**src/rtl/tpm_pkg.sv**
```systemverilog
// Package for the polygon vertex to toolpath move block.
// Holds widths, types, register codes and reset values shared by every file.
package tpm_pkg;

  localparam int COORD_BITS = 24;
  localparam int DIFF_W     = COORD_BITS + 1;
  localparam int ROOT_W     = COORD_BITS + 1;
  localparam int RAD_W      = 2 * ROOT_W;
  localparam int REM_W      = ROOT_W + 2;
  localparam int CNT_W      = $clog2(ROOT_W + 1);

  localparam int Z_W        = 24;
  localparam int SPEED_W    = 16;
  localparam int DIM_W      = 12;
  localparam int FLOW_W     = 16;
  localparam int VOL_W      = 48;
  localparam int FRAC_W     = 8;

  localparam int LWLT_W     = 2 * DIM_W;
  localparam int Q_W        = LWLT_W + FLOW_W;
  localparam int Q_SPLIT    = Q_W / 2;
  localparam int QHI_W      = Q_W - Q_SPLIT;
  localparam int MUL_W      = (ROOT_W > LWLT_W) ? ROOT_W : LWLT_W;
  localparam int PROD_W     = 2 * MUL_W;
  localparam int TOT_W      = PROD_W + Q_SPLIT + 1;

  localparam int CFG_IDX_W  = 3;
  localparam int CFG_DATA_W = 16;

  typedef logic signed [COORD_BITS-1:0] coord_t;
  typedef logic [Z_W-1:0]               zpos_t;
  typedef logic [SPEED_W-1:0]           speed_t;
  typedef logic [DIM_W-1:0]             dim_t;
  typedef logic [FLOW_W-1:0]            flow_t;
  typedef logic [VOL_W-1:0]             vol_t;
  typedef logic [MUL_W-1:0]             mul_op_t;
  typedef logic [PROD_W-1:0]            prod_t;
  typedef logic [RAD_W-1:0]             rad_t;
  typedef logic [ROOT_W-1:0]            root_t;

  typedef enum logic [CFG_IDX_W-1:0] {
    REG_TRAVEL_RATE     = 3'd0,
    REG_PRINT_RATE      = 3'd1,
    REG_BEAD_WIDTH      = 3'd2,
    REG_LAYER_THICKNESS = 3'd3,
    REG_FLOW_MULTIPLIER = 3'd4,
    REG_EXTRUDE_ENABLE  = 3'd5
  } cfg_reg_t;

  localparam logic MOVE_TRAVEL = 1'b0;
  localparam logic MOVE_PRINT  = 1'b1;

  localparam speed_t RST_TRAVEL_RATE     = 16'd6000;
  localparam speed_t RST_PRINT_RATE      = 16'd1800;
  localparam dim_t   RST_BEAD_WIDTH      = 12'd400;
  localparam dim_t   RST_LAYER_THICKNESS = 12'd200;
  localparam flow_t  RST_FLOW_MULTIPLIER = 16'd256;
  localparam logic   RST_EXTRUDE_ENABLE  = 1'b1;

  localparam vol_t VOL_MAX = {VOL_W{1'b1}};

  typedef struct packed {
    speed_t travel_rate;
    speed_t print_rate;
    dim_t   bead_width;
    dim_t   layer_thickness;
    flow_t  flow_multiplier;
    logic   extrude_enable;
  } cfg_t;

endpackage

```
**src/rtl/tpm_if.sv**
```systemverilog
// Channel interfaces of the toolpath move block: vertex in, move out, register writes.
// Depends on tpm_pkg.
interface tpm_vertex_if;
  import tpm_pkg::*;
  logic   valid;
  logic   ready;
  coord_t vertex_x;
  coord_t vertex_y;
  zpos_t  layer_z;
  logic   first_vertex;
  logic   last_vertex;
  modport source (output valid, vertex_x, vertex_y, layer_z, first_vertex, last_vertex,
                  input ready);
  modport sink   (input valid, vertex_x, vertex_y, layer_z, first_vertex, last_vertex,
                  output ready);
endinterface

interface tpm_move_if;
  import tpm_pkg::*;
  logic   valid;
  logic   ready;
  logic   move_kind;
  coord_t target_x;
  coord_t target_y;
  zpos_t  target_z;
  speed_t move_speed;
  vol_t   extrude_volume;
  logic   run_end;
  modport source (output valid, move_kind, target_x, target_y, target_z, move_speed,
                  extrude_volume, run_end, input ready);
  modport sink   (input valid, move_kind, target_x, target_y, target_z, move_speed,
                  extrude_volume, run_end, output ready);
endinterface

interface tpm_cfg_if;
  import tpm_pkg::*;
  logic                  valid;
  logic                  ready;
  logic [CFG_IDX_W-1:0]  index;
  logic [CFG_DATA_W-1:0] data;
  modport source (output valid, index, data, input ready);
  modport sink   (input valid, index, data, output ready);
endinterface

```
**src/rtl/tpm_cfg_regs.sv**
```systemverilog
// Configuration register file of the toolpath move block.
// Depends on tpm_pkg.
module tpm_cfg_regs (
  input  logic                           clk,
  input  logic                           rst,
  input  logic                           wr_valid,
  input  logic [tpm_pkg::CFG_IDX_W-1:0]  wr_index,
  input  logic [tpm_pkg::CFG_DATA_W-1:0] wr_data,
  output tpm_pkg::cfg_t                  regs
);
  import tpm_pkg::*;

  always_ff @(posedge clk) begin
    if (rst) begin
      regs.travel_rate     <= RST_TRAVEL_RATE;
      regs.print_rate      <= RST_PRINT_RATE;
      regs.bead_width      <= RST_BEAD_WIDTH;
      regs.layer_thickness <= RST_LAYER_THICKNESS;
      regs.flow_multiplier <= RST_FLOW_MULTIPLIER;
      regs.extrude_enable  <= RST_EXTRUDE_ENABLE;
    end else if (wr_valid) begin
      case (cfg_reg_t'(wr_index))
        REG_TRAVEL_RATE:     regs.travel_rate     <= wr_data[SPEED_W-1:0];
        REG_PRINT_RATE:      regs.print_rate      <= wr_data[SPEED_W-1:0];
        REG_BEAD_WIDTH:      regs.bead_width      <= wr_data[DIM_W-1:0];
        REG_LAYER_THICKNESS: regs.layer_thickness <= wr_data[DIM_W-1:0];
        REG_FLOW_MULTIPLIER: regs.flow_multiplier <= wr_data[FLOW_W-1:0];
        REG_EXTRUDE_ENABLE:  regs.extrude_enable  <= wr_data[0];
        default: ;
      endcase
    end
  end

endmodule

```
**src/rtl/tpm_mul.sv**
```systemverilog
// Shared multiplier of the toolpath move block, product registered.
// Depends on tpm_pkg.
module tpm_mul (
  input  logic              clk,
  input  tpm_pkg::mul_op_t  a,
  input  tpm_pkg::mul_op_t  b,
  output tpm_pkg::prod_t    p
);
  import tpm_pkg::*;

  always_ff @(posedge clk) begin
    p <= PROD_W'(a) * PROD_W'(b);
  end

endmodule

```
**src/rtl/tpm_isqrt.sv**
```systemverilog
// Bit-serial integer square root, one root bit per cycle.
// Depends on tpm_pkg.
module tpm_isqrt (
  input  logic            clk,
  input  logic            rst,
  input  logic            start,
  input  tpm_pkg::rad_t   radicand,
  output tpm_pkg::root_t  root,
  output logic            busy
);
  import tpm_pkg::*;

  rad_t              rad_sh;
  logic [REM_W-1:0]  rem;
  logic [CNT_W-1:0]  cnt;
  logic [REM_W-1:0]  rem_sh;
  logic [REM_W-1:0]  trial;
  logic              fits;

  always_comb begin
    rem_sh = {rem[ROOT_W-1:0], rad_sh[RAD_W-1 -: 2]};
    trial  = {root, 2'b01};
    fits   = (rem_sh >= trial);
  end

  always_ff @(posedge clk) begin
    if (rst) begin
      busy <= 1'b0;
      cnt  <= '0;
    end else if (start) begin
      rad_sh <= radicand;
      rem    <= '0;
      root   <= '0;
      cnt    <= CNT_W'(ROOT_W);
      busy   <= 1'b1;
    end else if (busy) begin
      rad_sh <= rad_sh << 2;
      rem    <= fits ? (rem_sh - trial) : rem_sh;
      root   <= {root[ROOT_W-2:0], fits};
      cnt    <= cnt - CNT_W'(1);
      if (cnt == CNT_W'(1)) begin
        busy <= 1'b0;
      end
    end
  end

endmodule

```
**src/rtl/polygon_vertex_to_toolpath_moves.sv**
```systemverilog
// Top level of the polygon vertex to toolpath move block.
// Depends on tpm_pkg, tpm_if, tpm_cfg_regs, tpm_mul and tpm_isqrt.
//
// Usage:
//   vertex : one polygon vertex per transaction, with first/last marks and layer z.
//   move   : one or two moves per vertex; run_end marks the last move of a vertex.
//   cfg    : register writes (index, data), always ready; write only while idle.
// A first vertex gives a travel move. Any other vertex gives a print move from the
// previous vertex; a last vertex adds a closing print move back to the first one.
// Travel moves and moves with extrusion off take no arithmetic and go from S_SETUP
// straight to S_EMIT and the output register. An extruding print move goes through
// the differences, two squarings, one root bit per cycle in the square root unit,
// then four passes through the single shared multiplier and a saturating sum.
// A closing move runs the same sequence again. vertex.ready is high only while the
// sequencer is idle, so a vertex holds the input until its last move enters the output register.
// A move waits in the output register while the receiver stalls; the sequencer
// holds a finished move until that register is free.
// Reset restores the register defaults and clears the stored first and previous
// vertices to zero.
module polygon_vertex_to_toolpath_moves (
  input logic      clk,
  input logic      rst,
  tpm_vertex_if.sink vertex,
  tpm_move_if.source move,
  tpm_cfg_if.sink    cfg
);
  import tpm_pkg::*;

  typedef enum logic [3:0] {
    S_IDLE,
    S_SETUP,
    S_DIFF,
    S_SQX,
    S_SQY,
    S_ADD,
    S_ROOT,
    S_QLT,
    S_QFLOW,
    S_QLO,
    S_QHI,
    S_SUM,
    S_EMIT
  } state_t;

  state_t state;
  cfg_t   regs;

  coord_t start_x, start_y, prior_x, prior_y;
  coord_t jfx, jfy, jtx, jty;
  zpos_t  jz;
  logic   jkind, jend, pend2;

  logic [DIFF_W-1:0] ax, ay;
  rad_t              rad;
  prod_t             acc;
  logic [QHI_W-1:0]  qhi;
  vol_t              vol;

  logic   out_valid;
  logic   out_kind;
  coord_t out_x, out_y;
  zpos_t  out_z;
  speed_t out_speed;
  vol_t   out_vol;
  logic   out_end;

  mul_op_t mul_a, mul_b;
  prod_t   prod;
  logic    sq_start, sq_busy;
  root_t   root;
  rad_t    radicand;

  logic              accept, out_load;
  logic [DIFF_W-1:0] dx, dy;
  logic [TOT_W-1:0]  total;
  vol_t              vol_sat;

  tpm_cfg_regs u_cfg (
    .clk      (clk),
    .rst      (rst),
    .wr_valid (cfg.valid),
    .wr_index (cfg.index),
    .wr_data  (cfg.data),
    .regs     (regs)
  );

  tpm_mul u_mul (
    .clk (clk),
    .a   (mul_a),
    .b   (mul_b),
    .p   (prod)
  );

  tpm_isqrt u_sqrt (
    .clk      (clk),
    .rst      (rst),
    .start    (sq_start),
    .radicand (radicand),
    .root     (root),
    .busy     (sq_busy)
  );

  assign cfg.ready    = 1'b1;
  assign vertex.ready = (state == S_IDLE);
  assign accept       = vertex.valid && vertex.ready;
  assign out_load     = (state == S_EMIT) && (!out_valid || move.ready);

  assign move.valid          = out_valid;
  assign move.move_kind      = out_kind;
  assign move.target_x       = out_x;
  assign move.target_y       = out_y;
  assign move.target_z       = out_z;
  assign move.move_speed     = out_speed;
  assign move.extrude_volume = out_vol;
  assign move.run_end        = out_end;

  assign sq_start = (state == S_ADD);
  assign radicand = rad + prod[RAD_W-1:0];

  always_comb begin
    dx = {jtx[COORD_BITS-1], jtx} - {jfx[COORD_BITS-1], jfx};
    dy = {jty[COORD_BITS-1], jty} - {jfy[COORD_BITS-1], jfy};
    total = TOT_W'(acc) + (TOT_W'(prod) << Q_SPLIT);
    if (|total[TOT_W-1:FRAC_W+VOL_W]) begin
      vol_sat = VOL_MAX;
    end else begin
      vol_sat = total[FRAC_W+VOL_W-1:FRAC_W];
    end
  end

  always_comb begin
    mul_a = '0;
    mul_b = '0;
    case (state)
      S_SQX: begin
        mul_a = MUL_W'(ax);
        mul_b = MUL_W'(ax);
      end
      S_SQY: begin
        mul_a = MUL_W'(ay);
        mul_b = MUL_W'(ay);
      end
      S_QLT: begin
        mul_a = MUL_W'(regs.bead_width);
        mul_b = MUL_W'(regs.layer_thickness);
      end
      S_QFLOW: begin
        mul_a = MUL_W'(prod[LWLT_W-1:0]);
        mul_b = MUL_W'(regs.flow_multiplier);
      end
      S_QLO: begin
        mul_a = MUL_W'(prod[Q_SPLIT-1:0]);
        mul_b = MUL_W'(root);
      end
      S_QHI: begin
        mul_a = MUL_W'(qhi);
        mul_b = MUL_W'(root);
      end
      default: ;
    endcase
  end

  always_ff @(posedge clk) begin
    if (rst) begin
      state     <= S_IDLE;
      out_valid <= 1'b0;
      pend2     <= 1'b0;
      start_x   <= '0;
      start_y   <= '0;
      prior_x   <= '0;
      prior_y   <= '0;
    end else begin
      if (out_load) begin
        out_valid <= 1'b1;
      end else if (move.ready) begin
        out_valid <= 1'b0;
      end
      case (state)
        S_IDLE: begin
          if (accept) begin
            jfx     <= prior_x;
            jfy     <= prior_y;
            jtx     <= vertex.vertex_x;
            jty     <= vertex.vertex_y;
            jz      <= vertex.layer_z;
            jkind   <= vertex.first_vertex ? MOVE_TRAVEL : MOVE_PRINT;
            jend    <= !vertex.last_vertex;
            pend2   <= vertex.last_vertex;
            prior_x <= vertex.vertex_x;
            prior_y <= vertex.vertex_y;
            if (vertex.first_vertex) begin
              start_x <= vertex.vertex_x;
              start_y <= vertex.vertex_y;
            end
            state <= S_SETUP;
          end
        end
        S_SETUP: begin
          if (jkind == MOVE_TRAVEL || !regs.extrude_enable) begin
            vol   <= '0;
            state <= S_EMIT;
          end else begin
            state <= S_DIFF;
          end
        end
        S_DIFF: begin
          ax    <= dx[DIFF_W-1] ? (~dx + DIFF_W'(1)) : dx;
          ay    <= dy[DIFF_W-1] ? (~dy + DIFF_W'(1)) : dy;
          state <= S_SQX;
        end
        S_SQX: begin
          state <= S_SQY;
        end
        S_SQY: begin
          rad   <= prod[RAD_W-1:0];
          state <= S_ADD;
        end
        S_ADD: begin
          state <= S_ROOT;
        end
        S_ROOT: begin
          if (!sq_busy) begin
            state <= S_QLT;
          end
        end
        S_QLT: begin
          state <= S_QFLOW;
        end
        S_QFLOW: begin
          state <= S_QLO;
        end
        S_QLO: begin
          qhi   <= prod[Q_W-1:Q_SPLIT];
          state <= S_QHI;
        end
        S_QHI: begin
          acc   <= prod;
          state <= S_SUM;
        end
        S_SUM: begin
          vol   <= vol_sat;
          state <= S_EMIT;
        end
        S_EMIT: begin
          if (out_load) begin
            out_kind  <= jkind;
            out_x     <= jtx;
            out_y     <= jty;
            out_z     <= jz;
            out_speed <= (jkind == MOVE_PRINT && regs.extrude_enable) ?
                         regs.print_rate : regs.travel_rate;
            out_vol   <= vol;
            out_end   <= jend;
            if (pend2) begin
              pend2 <= 1'b0;
              jfx   <= jtx;
              jfy   <= jty;
              jtx   <= start_x;
              jty   <= start_y;
              jkind <= MOVE_PRINT;
              jend  <= 1'b1;
              state <= S_SETUP;
            end else begin
              state <= S_IDLE;
            end
          end
        end
        default: state <= S_IDLE;
      endcase
    end
  end

endmodule

```
**src/flat_wrapper.sv**
```systemverilog
// flat-port wrapper written by rule: the top's interface ports become plain ports
module polygon_vertex_to_toolpath_moves_flat import tpm_pkg::*;
  (clk, rst, vertex_valid, vertex_vertex_x, vertex_vertex_y, vertex_layer_z, vertex_first_vertex, vertex_last_vertex, vertex_ready, move_valid, move_move_kind, move_target_x, move_target_y, move_target_z, move_move_speed, move_extrude_volume, move_run_end, move_ready, cfg_valid, cfg_index, cfg_data, cfg_ready);
  tpm_vertex_if vertex_i ();
  tpm_move_if move_i ();
  tpm_cfg_if cfg_i ();
  input logic clk;
  input logic rst;
  input wire logic [$bits(vertex_i.valid)-1:0] vertex_valid;
  input wire logic [$bits(vertex_i.vertex_x)-1:0] vertex_vertex_x;
  input wire logic [$bits(vertex_i.vertex_y)-1:0] vertex_vertex_y;
  input wire logic [$bits(vertex_i.layer_z)-1:0] vertex_layer_z;
  input wire logic [$bits(vertex_i.first_vertex)-1:0] vertex_first_vertex;
  input wire logic [$bits(vertex_i.last_vertex)-1:0] vertex_last_vertex;
  output wire logic [$bits(vertex_i.ready)-1:0] vertex_ready;
  output wire logic [$bits(move_i.valid)-1:0] move_valid;
  output wire logic [$bits(move_i.move_kind)-1:0] move_move_kind;
  output wire logic [$bits(move_i.target_x)-1:0] move_target_x;
  output wire logic [$bits(move_i.target_y)-1:0] move_target_y;
  output wire logic [$bits(move_i.target_z)-1:0] move_target_z;
  output wire logic [$bits(move_i.move_speed)-1:0] move_move_speed;
  output wire logic [$bits(move_i.extrude_volume)-1:0] move_extrude_volume;
  output wire logic [$bits(move_i.run_end)-1:0] move_run_end;
  input wire logic [$bits(move_i.ready)-1:0] move_ready;
  input wire logic [$bits(cfg_i.valid)-1:0] cfg_valid;
  input wire logic [$bits(cfg_i.index)-1:0] cfg_index;
  input wire logic [$bits(cfg_i.data)-1:0] cfg_data;
  output wire logic [$bits(cfg_i.ready)-1:0] cfg_ready;
  assign vertex_i.valid = vertex_valid;
  assign vertex_i.vertex_x = vertex_vertex_x;
  assign vertex_i.vertex_y = vertex_vertex_y;
  assign vertex_i.layer_z = vertex_layer_z;
  assign vertex_i.first_vertex = vertex_first_vertex;
  assign vertex_i.last_vertex = vertex_last_vertex;
  assign vertex_ready = vertex_i.ready;
  assign move_valid = move_i.valid;
  assign move_move_kind = move_i.move_kind;
  assign move_target_x = move_i.target_x;
  assign move_target_y = move_i.target_y;
  assign move_target_z = move_i.target_z;
  assign move_move_speed = move_i.move_speed;
  assign move_extrude_volume = move_i.extrude_volume;
  assign move_run_end = move_i.run_end;
  assign move_i.ready = move_ready;
  assign cfg_i.valid = cfg_valid;
  assign cfg_i.index = cfg_index;
  assign cfg_i.data = cfg_data;
  assign cfg_ready = cfg_i.ready;
  polygon_vertex_to_toolpath_moves u_core (.clk(clk), .rst(rst), .vertex(vertex_i), .move(move_i), .cfg(cfg_i));
endmodule
```
**config.mk**
```make
export PLATFORM = sky130hd
export DESIGN_NAME = polygon_vertex_to_toolpath_moves_flat
export DESIGN_NICKNAME = d
export VERILOG_FILES = /design/src/rtl/tpm_pkg.sv /design/src/rtl/tpm_if.sv /design/src/rtl/tpm_cfg_regs.sv /design/src/rtl/tpm_mul.sv /design/src/rtl/tpm_isqrt.sv /design/src/rtl/polygon_vertex_to_toolpath_moves.sv /design/src/flat_wrapper.sv
export SDC_FILE = /design/constraint.sdc
export NUM_CORES = 2
export LEC_CHECK = 0
export BUFFER_PORTS_ARGS = -buffer_cell sky130_fd_sc_hd__buf_2
export CORE_MARGIN = 2
export CORE_UTILIZATION = 25
export DETAILED_ROUTE_END_ITERATION = 10
export PLACE_DENSITY = 0.41
export SLEW_MARGIN = 25
export SYNTH_ARGS = -nofsm -noshare
export SYNTH_HDL_FRONTEND = slang
export SYNTH_SLANG_ARGS = --single-unit
```
**constraint.sdc**
```tcl
create_clock -name clk -period 29.4 [get_ports clk]
set_input_delay 2.94 -clock clk [delete_from_list [all_inputs] [get_ports clk]]
set_output_delay 2.94 -clock clk [all_outputs]
set_load 0.01 [all_outputs]
```
Word level (Yosys, flattened, before mapping)
Cells that the tools add are included.

Register bits after elaboration: 809. Bits of input ports: 98. Logic and storage cells: 167.

Add/sub/neg operators: 8. Multipliers: 1. Order comparisons: 1. Equality and inequality tests: 23. Mux-type cells: 52. Bitwise operators: 4. Reductions and logical operators: 36.

Operators by type and width (count): two-way mux 24 bit (14); one-hot mux 24 bit (2 select lines) (4); one-hot mux 25 bit (6 select lines) (1); one-hot mux 25 bit (5 select lines) (1); two-way mux 50 bit (2); two-way mux 48 bit (2); one-hot mux 48 bit (2 select lines) (1); two-way mux 25 bit (3); adder 50 x 70 -> 71 bit (1); one-hot mux 4 bit (13 select lines) (1); adder 25 x 1 -> 25 bit (second input constant) (2); adder 50 bit (1); multiplier 25 x 25 -> 50 bit (1); inverter 25 bit (2); subtractor 24 x 24 -> 25 bit (2); greater-or-equal comparator 27 bit (1); subtractor 25 bit (1); AND reduction 2 bit (12); == test 4 bit (second input constant) (5); AND reduction 3 bit (6); == test 4 x 3 -> 1 bit (second input constant) (4); two-way mux 16 bit (1); two-way mux 4 bit (4); OR reduction 15 bit (1); 21 further kinds (52).

Depth between registers and ports, before layout
Depth in word-level cells: 5. Mapped depth: 35. Depth with buffers taken out: 30.

Modules after synthesis
A second synthesis with hierarchy kept.

Cell total of the unflattened synthesis: 5982. Area total of the unflattened synthesis: 59565.9 sq um.

By module, submodules not included: polygon_vertex_to_toolpath_moves (instances 1, cells an instance 2768, area each 29002.8 sq um); tpm_mul (instances 1, cells an instance 2460, area each 21839.7 sq um); tpm_isqrt (instances 1, cells an instance 477, area each 5746.8 sq um); tpm_cfg_regs (instances 1, cells an instance 277, area each 2976.6 sq um).

Worst setup path after synthesis
OpenSTA, ideal clock, no wires.

Path kind: input-to-reg. From: input rst. To: register u_core.out_vol[0], in the netlist u_core.move.extrude_volume[0] (enable). Library setup time: 0.833 ns. Data arrival time: 13.359 ns. Required time: 28.567 ns. Path slack: 15.208 ns. Cell stages on the path: 3. Buffers on the path: 2. Cell sequence: clkbuf_1 -> clkbuf_1 -> nor3b_1.

Cells in the longest elaborated chain, start to end: 2.

RTL lines: start: declaration (line flat_wrapper.sv:8) `input logic rst;`; inverter 1 bit (no line); AND reduction 3 bit (no line); end signal: assignment (line polygon_vertex_to_toolpath_moves.sv:252) `out_vol <= vol;`; end: declaration (line polygon_vertex_to_toolpath_moves.sv:64) `vol_t out_vol;`.

Every way passes these cells. A chain may end at the register's enable or synchronous reset.

Worst setup path in the final report
From: register u_core.state[3]. To: register u_core.u_mul.p[46].

Cells in the longest elaborated chain, start to end: 4. Elaborated cells on any way between the ends: 10.

RTL lines: start: declaration (line polygon_vertex_to_toolpath_moves.sv:45) `state_t state;`; start signal: assignment (line polygon_vertex_to_toolpath_moves.sv:165) `state <= S_IDLE;`; start signal: assignment (line polygon_vertex_to_toolpath_moves.sv:195) `state <= S_SETUP;`; start signal: assignment (line polygon_vertex_to_toolpath_moves.sv:201) `state <= S_EMIT;`; == test 4 bit (line polygon_vertex_to_toolpath_moves.sv:134) `case (state)`; OR reduction 2 bit (no line); one-hot mux 25 bit (5 select lines) (line polygon_vertex_to_toolpath_moves.sv:134); multiplier 25 x 25 -> 50 bit * (line tpm_mul.sv:12) `p <= PROD_W'(a) * PROD_W'(b);`; end signal: assignment (line tpm_mul.sv:12); end: declaration (line tpm_mul.sv:7) `output tpm_pkg::prod_t p`.

Mark *: on every way between the ends. The rest lies on a longest branch, timed or not.

==> out/results.ini <==
[power]
p_sw_frac = 0.367
power.density_nw_per_um2 = 57.6
clockPowerShare = 0.325
intPower_mw = 2.43
pwr-share-seq = 0.369
p_leak_nw = 27.9
peakVddDrop_mv = 0.0464
power_switching_mw = 1.41
p_comb_frac = 0.306
power_mw = 3.84

[detailed_routing]
wl_mm = 207
first_pass_iters = 5
vias = 44000
avgRoutedWirePerCell_um = 22.0
post-route-drc-count = 0
vias_per_cell = 4.68
drt_iter0_markers = 2909
ant_nets = 0

[place]
dp_hpwl_mm = 157
dp_slack_ns = 19.70
gp_congestion = 0.910
portBuffers = 237

[timing]
max_freq_mhz = 101
hold_viol = 0
setup_slack_ns = 19.54
fin_tns_setup_ns = 0
rsz0062_at_grt = no
tightest_slew_ns = 1.14
setup_viol_count_final = 0
post-route-period-util = 0.335
fin_crit_ns = 9.86
finClkSkew_ns = 0.0518
slew_violations = 0
maxSlewHeadroom = 0.243

[logic_synthesis]
yosysWarningCount = 0
ys_seq_area_frac = 0.372
synth_seq_cells = 801
synth-adder-area-share = 0.255
synth_nets = 7093
synthSimpleGateAreaFrac = 0.152
synth_mux_area_frac = 0.00795
synth_top_family_by_area = adder cells
synth_compound_area_frac = 0.109
synthArstFlopShare = 0
synthDistinctLibCells = 86
synth_xor_area_frac = 0.0337
synth_ff_type = edfxtp_1
synth_edf_count = 570
synthCells = 6122
postSynthAreaPerCell_um2 = 9.54
netlist_area_um2 = 58400

[clocking]
cts.sinks = 801
clockRootBuffer = clkbuf_16
cts_tree = built
cts-buffers-inserted = 91
post_cts_buffers = 0
cts_buffer_depth = 3
path_clk_slew_ns = 0.06
cts_max_level = 3
insertion_delay_ns = 0.75
ctsHoldBuffers = 0
post_cts_resized = 0

[critical_path]
critical_path.slowest_cell = nand3_1
cpPeakStageDelay_ns = 0.89
crit_arrival_ns = 10.45
critPathCaptureType = flip-flop
r2r-end = u_core.u_mul.p[46]
r2r_setup_slack_ns = 19.54
criticalPathCategory = reg -> reg
worstSetupStartpoint = u_core.state[3]
start_kind = flip-flop
reg2reg_from = u_core.state[3]
cpMostUsedCell = fa_1
path_buf_inv = 4
crit_family = adder cells
worst-path-stages = 27
crit_end = u_core.u_mul.p[46]
cp.required_ns = 29.99
crit_path_max_fanout = 25
rr_worst_depth = 27

[final_layout]
num-fill-cells = 24700
layout_common_cells = nand2_1 (1261), inv_1 (809), edfxtp_1 (570)
syn2layout_area_growth_pct = 14.0
finalNetCount = 7248
seqCellArea_um2 = 21700
drive_gt1_frac = 0.0895
layout_commonest_cell = nand2_1
multi_input_area_um2 = 32800

[die]
die_area_um2 = 238000
io_pins = 239
initial_core_util = 0.251
coreArea_um2 = 233000
row_count = 177
die_w_um = 487
die_h_um = 487

[job]
max-cap-violations = 0

[worst_hold_path]
hold_depth = 0
holdCritStartpoint = u_core.vol[24]
min_path_type = reg -> reg

[global_routing]
overflow = 0
grt_max_degree = 98
antenna_found_initial = 13
grt_pass1_vias = 44900
grt_usage = 0.172
grt_first_pass_wirelength_mm = 304

[run_status]
status = finished, final reports clean

-- sequential cells by signal, summed over array words and instances (netlist names), 25 cells and up --
name,cells
u_core.u_sqrt.rad_sh,50
u_core.ax,25
u_core.u_mul.p,50
u_core.u_sqrt.root,25
u_core.u_cfg.regs,73
u_core.acc,42
u_core.u_sqrt.rem,25
u_core.move.extrude_volume,48
u_core.rad,50
u_core.ay,25
u_core.vol,48
-- per-stage QoR --
step           utilization  instance area (µm²)  instances  hold slack (ns)
6_report             0.286                66600       9403            0.410
2_1_floorplan            -                58400       6122            0.400
4_1_cts              0.286                66600       9399            0.413
3_5_place_dp         0.272                63300       9227            0.405
5_1_grt              0.286                66600       9399            0.423
3_3_place_gp         0.272                63300       9226            0.401
-- final cells by class --
type,instances,area share
Multi-Input combinational cell,4240,0.492
Sequential cell,801,0.326
Tap cell,3043,0.0572
Inverter,810,0.0457
Clock buffer,112,0.0371
Timing Repair Buffer,333,0.0292
Clock inverter,60,0.0120
Antenna cell,4,0.000150
-- worst min-delay path by stage --
stage                                     end  slack, ns
2_1_floorplan   u_core.move.extrude_volume[0]       0.40
3_5_place_dp   u_core.move.extrude_volume[26]       0.40
5_1_grt               u_core.move.target_z[0]       0.42
4_1_cts        u_core.move.extrude_volume[24]       0.41
3_3_place_gp         u_core.move.target_z[17]       0.40
6_report       u_core.move.extrude_volume[24]       0.41
-- synth_stat cells, types with 9 or more instances --
library cell	count	area share
a211oi_1	34	0.0044
a21oi_2	10	0.0015
o31ai_1	14	0.0018
nand2_1	1262	0.081
o2111ai_1	10	0.0015
mux2_2	18	0.0035
xnor2_1	132	0.020
and4_1	13	0.0019
inv_1	809	0.052
or3_1	22	0.0024
a21oi_1	364	0.031
o21bai_1	22	0.0028
nor3_1	54	0.0046
and3_1	58	0.0062
o21ai_1	35	0.0030
a22oi_1	39	0.0050
fa_1	530	0.18
o211ai_1	13	0.0017
o21a_1	24	0.0031
nand3_1	71	0.0061
nand4_1	33	0.0035
a21o_1	96	0.012
o22ai_1	10	0.0011
ha_1	343	0.073
a221oi_1	14	0.0021
dfxtp_1	231	0.079
edfxtp_1	570	0.29
nand3b_1	22	0.0028
a31oi_1	67	0.0072
a22o_1	10	0.0015
a221o_1	14	0.0024
o21ai_0	143	0.012
clkbuf_1	252	0.016
nor2b_1	31	0.0033
nor2_1	401	0.026
and2_1	38	0.0041
mux2i_1	25	0.0043
xor2_1	93	0.014
a21boi_0	9	0.0012
nand2b_1	38	0.0041
nor4_1	12	0.0013
-- power by group through the flow --
stage | Clock (mW) | Combinational (mW) | Sequential (mW)
floorplan | 0 | 0.771 | 1.39
global placement | 0 | 1.17 | 1.44
detailed placement | 0 | 1.17 | 1.44
CTS | 1.29 | 1.18 | 1.42
global route | 1.33 | 1.29 | 1.42
finish | 1.25 | 1.17 | 1.42
-- cells by family (layout without fill, tap and decap cells) --
logic type / count (synthesis) / after routing
adders and majority gates: 873 / 873
DFF: 801 / 801
AOI/OAI and AO/OA: 1010 / 1010
muxes: 44 / 44
xor gates and xnor gates: 225 / 225
and+or+nand+nor: 2087 / 2087
buffers and inverters: 1081 / 1315
other: 1 / 5
-- worst reg2reg max path, stage by stage, from the launching register on --
cell	delay, ns
dfxtp_1	0.78
nand2b_1	0.31
nor2_1	0.08
buf_4	0.23
a22oi_1	0.62
nand3_1	0.90
nand2_1	0.35
fa_1	0.48
fa_1	0.53
fa_1	0.54
inv_1	0.04
ha_1	0.18
fa_1	0.48
inv_1	0.05
fa_1	0.48
fa_1	0.49
inv_1	0.04
ha_1	0.35
nand2_1	0.09
o21ai_0	0.32
a32oi_1	0.19
a211oi_1	0.59
o2111ai_1	0.27
a21oi_1	0.32
o21ai_0	0.24
o21ai_1	0.36
nor4b_1	0.11
a211o_1	0.29
-- layer usage --
metal,share of wire,GRT usage
met1,0.46,0.235
met2,0.45,0.275
met3,0.061,0.0352
met4,0.030,0.0484
met5,0.00038,0
No activity file was read; power rests on OpenSTA's default activity.
